## config.mk

```make
export PLATFORM = sky130hd
export DESIGN_NAME = csv_field_splitter_flat
export DESIGN_NICKNAME = d
export VERILOG_FILES = /design/src/hdl/csvfs_pkg.sv /design/src/hdl/csvfs_in_if.sv /design/src/hdl/csvfs_out_if.sv /design/src/hdl/csvfs_cfg_if.sv /design/src/hdl/csv_field_splitter.sv /design/src/flat_wrapper.sv
export SDC_FILE = /design/constraint.sdc
export NUM_CORES = 1
export LEC_CHECK = 0
export ABC_AREA = 0
export BUFFER_PORTS_ARGS = -buffer_cell sky130_fd_sc_hd__buf_2
export CELL_PAD_IN_SITES_DETAIL_PLACEMENT = 0
export CELL_PAD_IN_SITES_GLOBAL_PLACEMENT = 1
export CORE_UTILIZATION = 40
export DETAILED_ROUTE_END_ITERATION = 16
export HOLD_SLACK_MARGIN = 0.02
export MAX_ROUTING_LAYER = met4
export PLACE_DENSITY = 0.77
export RECOVER_POWER = 50
export SYNTH_ARGS = -nofsm -noshare
export SYNTH_HDL_FRONTEND = slang
export SYNTH_SLANG_ARGS = --single-unit
```

## constraint.sdc

```tcl
create_clock -name clk -period 7.75 [get_ports clk]
set_input_delay 0.3875 -clock clk [delete_from_list [all_inputs] [get_ports clk]]
set_output_delay 0.3875 -clock clk [all_outputs]
set_load 0.01 [all_outputs]
```

## src/hdl/csvfs_pkg.sv

```systemverilog
package csvfs_pkg;

  // Sizes of the block.
  localparam int MAX_FIELDS     = 64;
  localparam int FIELD_BITS     = $clog2(MAX_FIELDS);
  localparam int NF_BITS        = 7;
  localparam int MASK_BITS      = 64;
  localparam int ROW_COUNT_BITS = 40;
  localparam int CFG_DATA_BITS  = 64;
  localparam int CFG_INDEX_BITS = 3;

  // Fixed characters.
  localparam logic [7:0] CH_TAB    = 8'h09;
  localparam logic [7:0] CH_BSLASH = 8'h5C;
  localparam logic [7:0] CH_DQUOTE = 8'h22;

  // Register reset values.
  localparam logic [7:0]         RST_QUOTE  = 8'd34;
  localparam logic [7:0]         RST_SEP    = 8'd44;
  localparam logic [7:0]         RST_RECORD = 8'd10;
  localparam logic [NF_BITS-1:0] RST_NUM    = NF_BITS'(1);

  // Input operations.
  localparam logic OP_DATA = 1'b0;
  localparam logic OP_END  = 1'b1;

  // Configuration register indexes.
  typedef enum logic [CFG_INDEX_BITS-1:0] {
    REG_QUOTE_CHAR     = 3'd0,
    REG_SEPARATOR_CHAR = 3'd1,
    REG_RECORD_CHAR    = 3'd2,
    REG_NUM_FIELDS     = 3'd3,
    REG_SKIP_HEADER    = 3'd4,
    REG_LOAD_MASK      = 3'd5
  } cfg_reg_t;

  // Result kinds.
  typedef enum logic [1:0] {
    KIND_CONTENT   = 2'd0,
    KIND_FIELD_END = 2'd1,
    KIND_ERROR     = 2'd2,
    KIND_SUMMARY   = 2'd3
  } kind_t;

  // Error codes.
  typedef enum logic [1:0] {
    ERR_NONE        = 2'd0,
    ERR_BAD_ESCAPE  = 2'd1,
    ERR_AFTER_QUOTE = 2'd2,
    ERR_INCOMPLETE  = 2'd3
  } err_t;

endpackage

```

## src/hdl/csvfs_in_if.sv

```systemverilog
interface csvfs_in_if import csvfs_pkg::*; ();
  logic       valid;
  logic       ready;
  logic       operation;
  logic [7:0] data_byte;

  modport source (output valid, output operation, output data_byte, input ready);
  modport sink (input valid, input operation, input data_byte, output ready);
endinterface

```

## src/hdl/csvfs_out_if.sv

```systemverilog
interface csvfs_out_if import csvfs_pkg::*; ();
  logic                      valid;
  logic                      ready;
  logic [1:0]                kind;
  logic [7:0]                out_byte;
  logic [FIELD_BITS-1:0]     field_index;
  logic                      row_end;
  logic [1:0]                error_code;
  logic [ROW_COUNT_BITS-1:0] row_count;

  modport source (output valid, output kind, output out_byte, output field_index,
                  output row_end, output error_code, output row_count, input ready);
  modport sink (input valid, input kind, input out_byte, input field_index,
                input row_end, input error_code, input row_count, output ready);
endinterface

```

## src/hdl/csvfs_cfg_if.sv

```systemverilog
interface csvfs_cfg_if import csvfs_pkg::*; ();
  logic                      valid;
  logic                      ready;
  logic [CFG_INDEX_BITS-1:0] index;
  logic [CFG_DATA_BITS-1:0]  data;

  modport source (output valid, output index, output data, input ready);
  modport sink (input valid, input index, input data, output ready);
endinterface

```

## src/hdl/csv_field_splitter.sv

```systemverilog
// CSV field splitter: takes one byte (or an end-of-input marker) per beat and gives at most
// one result per beat: a content byte, a field end, an error or an end summary. The block
// sustains one input beat per clock cycle while the output side is not stalled; a beat goes
// through an input register and then through the parse logic into the result register. The
// rate rests on the update of the parser state (field flags, field index, record counter),
// made as each beat leaves the input register. Configuration registers are written through
// the cfg channel, which is always ready, and must only be written while no beat is in
// flight. After an error, data beats give no results until reset; end beats still give the
// summary.
module csv_field_splitter import csvfs_pkg::*; (
  input  logic         clk,
  input  logic         rst,
  csvfs_in_if.sink     din,
  csvfs_out_if.source  dout,
  csvfs_cfg_if.sink    cfg
);

  // Configuration registers.
  logic [7:0]           quote_char;
  logic [7:0]           separator_char;
  logic [7:0]           record_char;
  logic [NF_BITS-1:0]   num_fields;
  logic                 skip_header;
  logic [MASK_BITS-1:0] load_mask;

  // Parser state.
  logic                      in_field, in_field_next;
  logic                      quoted_field, quoted_field_next;
  logic                      escape_active, escape_active_next;
  logic                      expect_delimiter, expect_delimiter_next;
  logic                      failed, failed_next;
  logic [FIELD_BITS-1:0]     current_field, current_field_next;
  logic [ROW_COUNT_BITS-1:0] records_seen, records_seen_next;

  // Input register.
  logic       s1_valid;
  logic       s1_op;
  logic [7:0] s1_byte;

  // Result register.
  logic                      out_valid;
  kind_t                     out_kind;
  logic [7:0]                out_byte;
  logic [FIELD_BITS-1:0]     out_field;
  logic                      out_row_end;
  err_t                      out_err;
  logic [ROW_COUNT_BITS-1:0] out_rows;

  // Result computed for the beat in the input register.
  logic                      res_valid;
  kind_t                     res_kind;
  logic [7:0]                res_byte;
  logic [FIELD_BITS-1:0]     res_field;
  logic                      res_row_end;
  err_t                      res_err;
  logic [ROW_COUNT_BITS-1:0] res_rows;

  logic               out_free;
  logic               advance;
  logic [NF_BITS-1:0] eff_fields;
  logic               at_last;
  logic               term;
  logic               vis;
  logic               escapes_on;
  logic               esc_quote;
  logic               do_end;
  logic               do_content;
  logic               do_fail;
  err_t               fail_code;

  // Handshake: the input register moves on whenever the result register can take a beat.
  assign out_free  = !out_valid || dout.ready;
  assign advance   = s1_valid && out_free;
  assign din.ready = !s1_valid || out_free;
  assign cfg.ready = 1'b1;

  // Field position and visibility of the current field.
  always_comb begin
    if (num_fields == '0) begin
      eff_fields = NF_BITS'(1);
    end else if (num_fields > NF_BITS'(MAX_FIELDS)) begin
      eff_fields = NF_BITS'(MAX_FIELDS);
    end else begin
      eff_fields = num_fields;
    end
  end

  assign at_last    = ({1'b0, current_field} + NF_BITS'(1)) >= eff_fields;
  assign term       = at_last ? (s1_byte == record_char) : (s1_byte == separator_char);
  assign vis        = !(skip_header && records_seen == '0) && load_mask[current_field];
  assign escapes_on = separator_char != CH_TAB;

  // Parse step: decide what the byte does and the next parser state.
  always_comb begin
    in_field_next         = in_field;
    quoted_field_next     = quoted_field;
    escape_active_next    = escape_active;
    expect_delimiter_next = expect_delimiter;
    failed_next           = failed;
    current_field_next    = current_field;
    records_seen_next     = records_seen;
    esc_quote             = 1'b0;
    do_end                = 1'b0;
    do_content            = 1'b0;
    do_fail               = 1'b0;
    fail_code             = ERR_NONE;

    res_valid   = 1'b0;
    res_kind    = KIND_CONTENT;
    res_byte    = '0;
    res_field   = '0;
    res_row_end = 1'b0;
    res_err     = ERR_NONE;
    res_rows    = '0;

    if (s1_op == OP_END) begin
      // End beat: report the stream status and leave the state alone.
      res_valid = 1'b1;
      res_kind  = KIND_SUMMARY;
      if (failed || in_field || expect_delimiter || current_field != '0) begin
        res_err = ERR_INCOMPLETE;
      end
      if (skip_header && records_seen != '0) begin
        res_rows = records_seen - ROW_COUNT_BITS'(1);
      end else begin
        res_rows = records_seen;
      end
    end else if (!failed) begin
      if (expect_delimiter) begin
        // Byte after a closing quote must end the field.
        if (!term) begin
          do_fail   = 1'b1;
          fail_code = ERR_AFTER_QUOTE;
        end else begin
          expect_delimiter_next = 1'b0;
          do_end                = 1'b1;
        end
      end else if (escapes_on && escape_active && s1_byte != CH_BSLASH &&
                   s1_byte != CH_DQUOTE) begin
        do_fail   = 1'b1;
        fail_code = ERR_BAD_ESCAPE;
      end else begin
        // Escape tracking.
        if (escapes_on) begin
          if (s1_byte == CH_BSLASH) begin
            escape_active_next = !escape_active;
          end
          if (s1_byte == CH_DQUOTE && escape_active) begin
            esc_quote          = 1'b1;
            escape_active_next = 1'b0;
          end
        end
        // Field framing.
        if (!in_field) begin
          if (s1_byte == quote_char) begin
            in_field_next     = 1'b1;
            quoted_field_next = 1'b1;
          end else if (term) begin
            do_end = 1'b1;
          end else begin
            in_field_next     = 1'b1;
            quoted_field_next = 1'b0;
            do_content        = 1'b1;
          end
        end else if (quoted_field) begin
          if (s1_byte == quote_char && !esc_quote) begin
            in_field_next         = 1'b0;
            quoted_field_next     = 1'b0;
            expect_delimiter_next = 1'b1;
          end else begin
            do_content = 1'b1;
          end
        end else if (term) begin
          do_end = 1'b1;
        end else begin
          do_content = 1'b1;
        end
      end
    end

    // Error result, always shown.
    if (do_fail) begin
      failed_next = 1'b1;
      res_valid   = 1'b1;
      res_kind    = KIND_ERROR;
      res_field   = current_field;
      res_err     = fail_code;
    end

    // Content byte of a visible field.
    if (do_content) begin
      res_valid = vis;
      res_kind  = KIND_CONTENT;
      res_byte  = s1_byte;
      res_field = current_field;
    end

    // Field end: step to the next field or close the record.
    if (do_end) begin
      in_field_next     = 1'b0;
      quoted_field_next = 1'b0;
      if (at_last) begin
        current_field_next = '0;
        if (records_seen != '1) begin
          records_seen_next = records_seen + ROW_COUNT_BITS'(1);
        end
      end else begin
        current_field_next = current_field + FIELD_BITS'(1);
      end
      res_valid   = vis;
      res_kind    = KIND_FIELD_END;
      res_field   = current_field;
      res_row_end = at_last;
    end
  end

  // Configuration writes; indexes beyond the list are ignored.
  always_ff @(posedge clk) begin
    if (rst) begin
      quote_char     <= RST_QUOTE;
      separator_char <= RST_SEP;
      record_char    <= RST_RECORD;
      num_fields     <= RST_NUM;
      skip_header    <= 1'b0;
      load_mask      <= '1;
    end else if (cfg.valid) begin
      case (cfg.index)
        REG_QUOTE_CHAR:     quote_char     <= cfg.data[7:0];
        REG_SEPARATOR_CHAR: separator_char <= cfg.data[7:0];
        REG_RECORD_CHAR:    record_char    <= cfg.data[7:0];
        REG_NUM_FIELDS:     num_fields     <= cfg.data[NF_BITS-1:0];
        REG_SKIP_HEADER:    skip_header    <= cfg.data[0];
        REG_LOAD_MASK:      load_mask      <= cfg.data[MASK_BITS-1:0];
        default: ;
      endcase
    end
  end

  // Input register.
  always_ff @(posedge clk) begin
    if (rst) begin
      s1_valid <= 1'b0;
    end else if (din.ready) begin
      s1_valid <= din.valid;
    end
  end

  always_ff @(posedge clk) begin
    if (din.valid && din.ready) begin
      s1_op   <= din.operation;
      s1_byte <= din.data_byte;
    end
  end

  // Parser state update, one beat per cycle while the result register can take a beat.
  always_ff @(posedge clk) begin
    if (rst) begin
      in_field         <= 1'b0;
      quoted_field     <= 1'b0;
      escape_active    <= 1'b0;
      expect_delimiter <= 1'b0;
      failed           <= 1'b0;
      current_field    <= '0;
      records_seen     <= '0;
    end else if (advance) begin
      in_field         <= in_field_next;
      quoted_field     <= quoted_field_next;
      escape_active    <= escape_active_next;
      expect_delimiter <= expect_delimiter_next;
      failed           <= failed_next;
      current_field    <= current_field_next;
      records_seen     <= records_seen_next;
    end
  end

  // Result register.
  always_ff @(posedge clk) begin
    if (rst) begin
      out_valid <= 1'b0;
    end else if (advance && res_valid) begin
      out_valid <= 1'b1;
    end else if (dout.ready) begin
      out_valid <= 1'b0;
    end
  end

  always_ff @(posedge clk) begin
    if (advance && res_valid) begin
      out_kind    <= res_kind;
      out_byte    <= res_byte;
      out_field   <= res_field;
      out_row_end <= res_row_end;
      out_err     <= res_err;
      out_rows    <= res_rows;
    end
  end

  assign dout.valid       = out_valid;
  assign dout.kind        = out_kind;
  assign dout.out_byte    = out_byte;
  assign dout.field_index = out_field;
  assign dout.row_end     = out_row_end;
  assign dout.error_code  = out_err;
  assign dout.row_count   = out_rows;

endmodule

```

## src/flat_wrapper.sv

```systemverilog
// flat-port wrapper written by rule: the top's interface ports become plain ports
module csv_field_splitter_flat import csvfs_pkg::*;
  (clk, rst, din_valid, din_operation, din_data_byte, din_ready, dout_valid, dout_kind, dout_out_byte, dout_field_index, dout_row_end, dout_error_code, dout_row_count, dout_ready, cfg_valid, cfg_index, cfg_data, cfg_ready);
  csvfs_in_if din_i ();
  csvfs_out_if dout_i ();
  csvfs_cfg_if cfg_i ();
  input  logic clk;
  input  logic rst;
  input wire logic [$bits(din_i.valid)-1:0] din_valid;
  input wire logic [$bits(din_i.operation)-1:0] din_operation;
  input wire logic [$bits(din_i.data_byte)-1:0] din_data_byte;
  output wire logic [$bits(din_i.ready)-1:0] din_ready;
  output wire logic [$bits(dout_i.valid)-1:0] dout_valid;
  output wire logic [$bits(dout_i.kind)-1:0] dout_kind;
  output wire logic [$bits(dout_i.out_byte)-1:0] dout_out_byte;
  output wire logic [$bits(dout_i.field_index)-1:0] dout_field_index;
  output wire logic [$bits(dout_i.row_end)-1:0] dout_row_end;
  output wire logic [$bits(dout_i.error_code)-1:0] dout_error_code;
  output wire logic [$bits(dout_i.row_count)-1:0] dout_row_count;
  input wire logic [$bits(dout_i.ready)-1:0] dout_ready;
  input wire logic [$bits(cfg_i.valid)-1:0] cfg_valid;
  input wire logic [$bits(cfg_i.index)-1:0] cfg_index;
  input wire logic [$bits(cfg_i.data)-1:0] cfg_data;
  output wire logic [$bits(cfg_i.ready)-1:0] cfg_ready;
  assign din_i.valid = din_valid;
  assign din_i.operation = din_operation;
  assign din_i.data_byte = din_data_byte;
  assign din_ready = din_i.ready;
  assign dout_valid = dout_i.valid;
  assign dout_kind = dout_i.kind;
  assign dout_out_byte = dout_i.out_byte;
  assign dout_field_index = dout_i.field_index;
  assign dout_row_end = dout_i.row_end;
  assign dout_error_code = dout_i.error_code;
  assign dout_row_count = dout_i.row_count;
  assign dout_i.ready = dout_ready;
  assign cfg_i.valid = cfg_valid;
  assign cfg_i.index = cfg_index;
  assign cfg_i.data = cfg_data;
  assign cfg_ready = cfg_i.ready;
  csv_field_splitter u_core (.clk(clk), .rst(rst), .din(din_i), .dout(dout_i), .cfg(cfg_i));
endmodule
```

==> impl_results.md <==
* Io pins at 143
* Largest family of logic cells by synthesized area: simple AND/OR/NAND/NOR gates
* Post-route setup slack at 2.08 ns
* Hold depth at 1
* N_diodes at 0
* RSZ-0062 raised after global routing: false
* Top FF cell, synth: dfxtp_1
* DP Worst Slack at 2.03 ns
* Hold_ws at 0.0546 ns
* Global-route usage over all layers at 0.192
* Slew HR at -1.57
* Async S/R FF share, synth at 0
* Pint at 1.94 mW
* Core Region at 26800 um2
* Hold_sp: din_data_byte[2]
* Leakage power at 4.69 nW
* Detailed placer's ending HPWL at 18400 um
* Worst slew pin tran at 3.85 ns
* Post-synthesis adder-cell area fraction at 0.0138
* Post-synth EDFFs at 68
* H-tree Lvls at 1
* WHS Endpoint: u_core.s1_byte[2]
* Clock share of power at 0.446
* Final wirelength at 26100 um
* Sequential element share of the synthesized area at 0.462
* Syn Std Cell Area at 10900 um2
* Mapped Avg Cell Area at 9.15 um2
* Minimum clock period at 5.67 ns
* Critical Path AT at 5.81 ns
* Die Area at 27900 um2
* Crit. End Element: register
* Die width at 167 um
* Critical path startpoint category: register
* CTS buffer count at 24
* Part of the power in registers at 0.489
* Initial Util at 0.406
* Clk sink count at 217
* Share of cells above drive strength 1 at 0.148
* Reg-to-Reg Start: u_core.current_field[1]
* Crit share post-route at 0.731
* Worst path max stage delay at 0.93 ns
* Failing checks: max-capacitance violations, max-slew violations
* Skew-Pair Late Insertion Delay at 0.51 ns
* First-pass GRT wire length at 42300 um
* Highest ir drop seen on vdd at 0.160 mV
* Crit. Startpoint: u_core.current_field[1]
* Crit path cell chain: ha_1, xor2_1, ha_1, o21a_1, nor2_1, or2_1, o21ai_1, a221o_1, o211ai_1, nor2_1, a221oi_1, o21ai_0, a21oi_4, buf_4
* Final setup violation count at 0
* Routed length per instance at 15.8 um
* Achievable Freq at 0.177 GHz
* Reg-to-Reg End: u_core.dout.row_count[11]
* Mapped Cells at 1190
* Seq cells post-synth at 217
* Crit path max fanout at 48
* CTS tree: done
* Syn nets at 1283
* Pwr/cell area at 201 nW/um2
* CP required at 7.89 ns
* PortBufs at 141
* PostCTS Resize Cnt at 0
* Gp weighted congestion at 0.806
* R2r setup slk at 2.08 ns
* Postcts setup bufs at 0
* Worst hold path type: primary input to register
* Final hold violation count at 0
* NetSw at 0.562 mW
* Post-Synth XOR/XNOR Area at 0.0531
* Initial antenna violation count at 0
* Antenna viol nets, final at 0
* R2R cell count at 14
* Post-synthesis mux area share at 0.0659
* Max stage delay cell, worst path: dfxtp_1
* Vias at 8729
* Setup Skew at 0.0152 ns
* Simple-Gate Fraction of Synth Area at 0.277
* DRC viols at 0
* Via/cell ratio at 5.31
* GR Overflow Total at 0
* Sw Share at 0.224
* Reg clk slew, reported paths at 0.06 ns
* Netlist cell types at 72
* Status: finished, violations left
* Post-Route Setup TNS at 0 ns
* Largest net degree at the start of global routing at 86
* Total Nets Final at 1381
* Yosys warning total at 0
* Core Rows at 60
* Compound-Gate Fraction of Synth Area at 0.0883
* Vias in the first global route at 8128
* Layout area overhead at 14.7%
* Initial drt markers at 476
* Crit path kind: register to register
* Clock root cell: clkbuf_16
* Combinational share of power at 0.065
* Max Slew Vio Count at 158
* Die Y at 167 um
* Worst-case clock buffer depth at 3
* DRT Pass-1 Iters at 5
* Max Cap Viol at 2
* Cts hold-fix bufs at 0
==> cells in the mapped netlist, drive strengths merged (3+ instances only) <==
cell type	count	area, um2
inv	25	93.8
and3	8	50.1
clkbuf	64	241
o211ai	4	30.0
buf	17	96.3
nand3	88	440
o41ai	4	35.0
mux4	20	450
nor4	35	330
edfxtp	68	2040
dfxtp	149	2980
and4	4	35.0
a31o	3	26.3
nor2	102	383
or3	19	124
a31oi	4	25.0
nand2	199	747
xor2	27	236
or4	10	75.1
ha	12	150
mux2	5	56.3
o21ai	30	150
a21boi	13	97.6
a21oi	46	230
nand2b	5	38.8
nand4	22	144
a2111oi	10	109
xnor2	39	342
or2	16	100
nor2b	9	56.3
and2	51	319
a211o	4	35.0
mux2i	21	210
nor3	23	115
o221ai	3	26.3
==> sequential cells by signal (all words and copies together), names as in the netlist, 2 cells and up <==
name                     count
u_core.records_seen         40
u_core.s1_byte               8
u_core.dout.field_index      6
u_core.separator_char        8
u_core.dout.kind             2
u_core.current_field         6
u_core.record_char           8
u_core.quote_char            8
u_core.num_fields            7
u_core.dout.out_byte         8
u_core.load_mask            64
u_core.dout.row_count       40
u_core.dout.error_code       2
==> worst max-delay path by stage <==
stage | endpoint | cells past startpoint
finish | u_core.dout.row_count[11] | 14
global route | u_core.dout.row_count[11] | 14
CTS | u_core.dout.row_count[11] | 14
detailed placement | u_core.dout.row_count[11] | 14
global placement | u_core.dout.row_count[11] | 14
floorplan | u_core.dout.error_code[0] | 16
==> power groups by stage <==
stage	sequential [mW]	clock, mW	combinational [mW]
floorplan	1.25	0	0.0973
global placement	1.25	0	0.165
detailed placement	1.25	0	0.166
CTS	1.22	1.15	0.166
global route	1.23	1.19	0.181
finish	1.22	1.12	0.162
==> layer usage <==
layer,track usage,wire (um),part of all wire,vias to the layer above
met5,-,0,0,-
met4,0.0527,610,0.023,0
met3,0.0235,1130,0.044,38
met2,0.312,12200,0.47,209
met1,0.251,12100,0.46,4083
li1,-,-,-,4399
==> stage by stage <==
| step | instances | area, um2 | power (mW) | util |
|---|---|---|---|---|
| 3_5_place_dp | 1603 | 11800 | 1.41 | 0.440 |
| 3_3_place_gp | 1603 | 11800 | 1.41 | 0.440 |
| 6_report | 1645 | 12500 | 2.50 | 0.466 |
| 5_1_grt | 1645 | 12500 | 2.60 | 0.466 |
| 2_1_floorplan | 1190 | 10900 | 1.35 | - |
| 4_1_cts | 1645 | 12600 | 2.54 | 0.469 |
==> final cells by class <==
class | instances | area [um2]
clock buffers | 34 | 681
clock inverters | 8 | 101
fillers | 2629 | 14300
inverters | 25 | 93.8
multi-input cells | 867 | 5450
flip-flops and latches | 217 | 5020
well taps | 341 | 427
repair buffers | 153 | 713
==> critical path: cells and delay by family, from the launching register on <==
kind,cells,cell delay (ns)
AND/OR/NAND/NOR,3,1.00
AO/OA/AOI/OAI,7,1.94
flip-flops,1,0.93
adder cells (fa/ha/maj),2,0.62
buffers and inverters,1,0.58
XOR/XNOR,1,0.19
==> placed cells by master, fill, tap and decap left out, types with 10 or more instances in the layout <==
cell and count:
a21boi_0 13, a21oi_1 45, and2_1 50, buf_2 81
buf_4 10, clkbuf_1 68, clkbuf_16 25, dfxtp_1 149
edfxtp_1 68, ha_1 12, inv_1 24, mux2i_1 21
mux4_2 20, nand2_1 199, nand3_1 88, nand4_1 21
nor2_1 101, nor3_1 23, nor4_1 20, nor4_2 13
o21ai_0 29, or2_2 14, or3_1 18, or4_1 10
xnor2_1 39, xor2_1 27
==> kinds of logic after synthesis <==
group,Yosys count
AOI/OAI and AO/OA,144
xor gates and xnor gates,66
adders and majority gates,12
buffers and inverters,106
DFF,217
muxes,46
other,1
and+or+nand+nor,598
No activity file was read; power rests on OpenSTA's default activity.
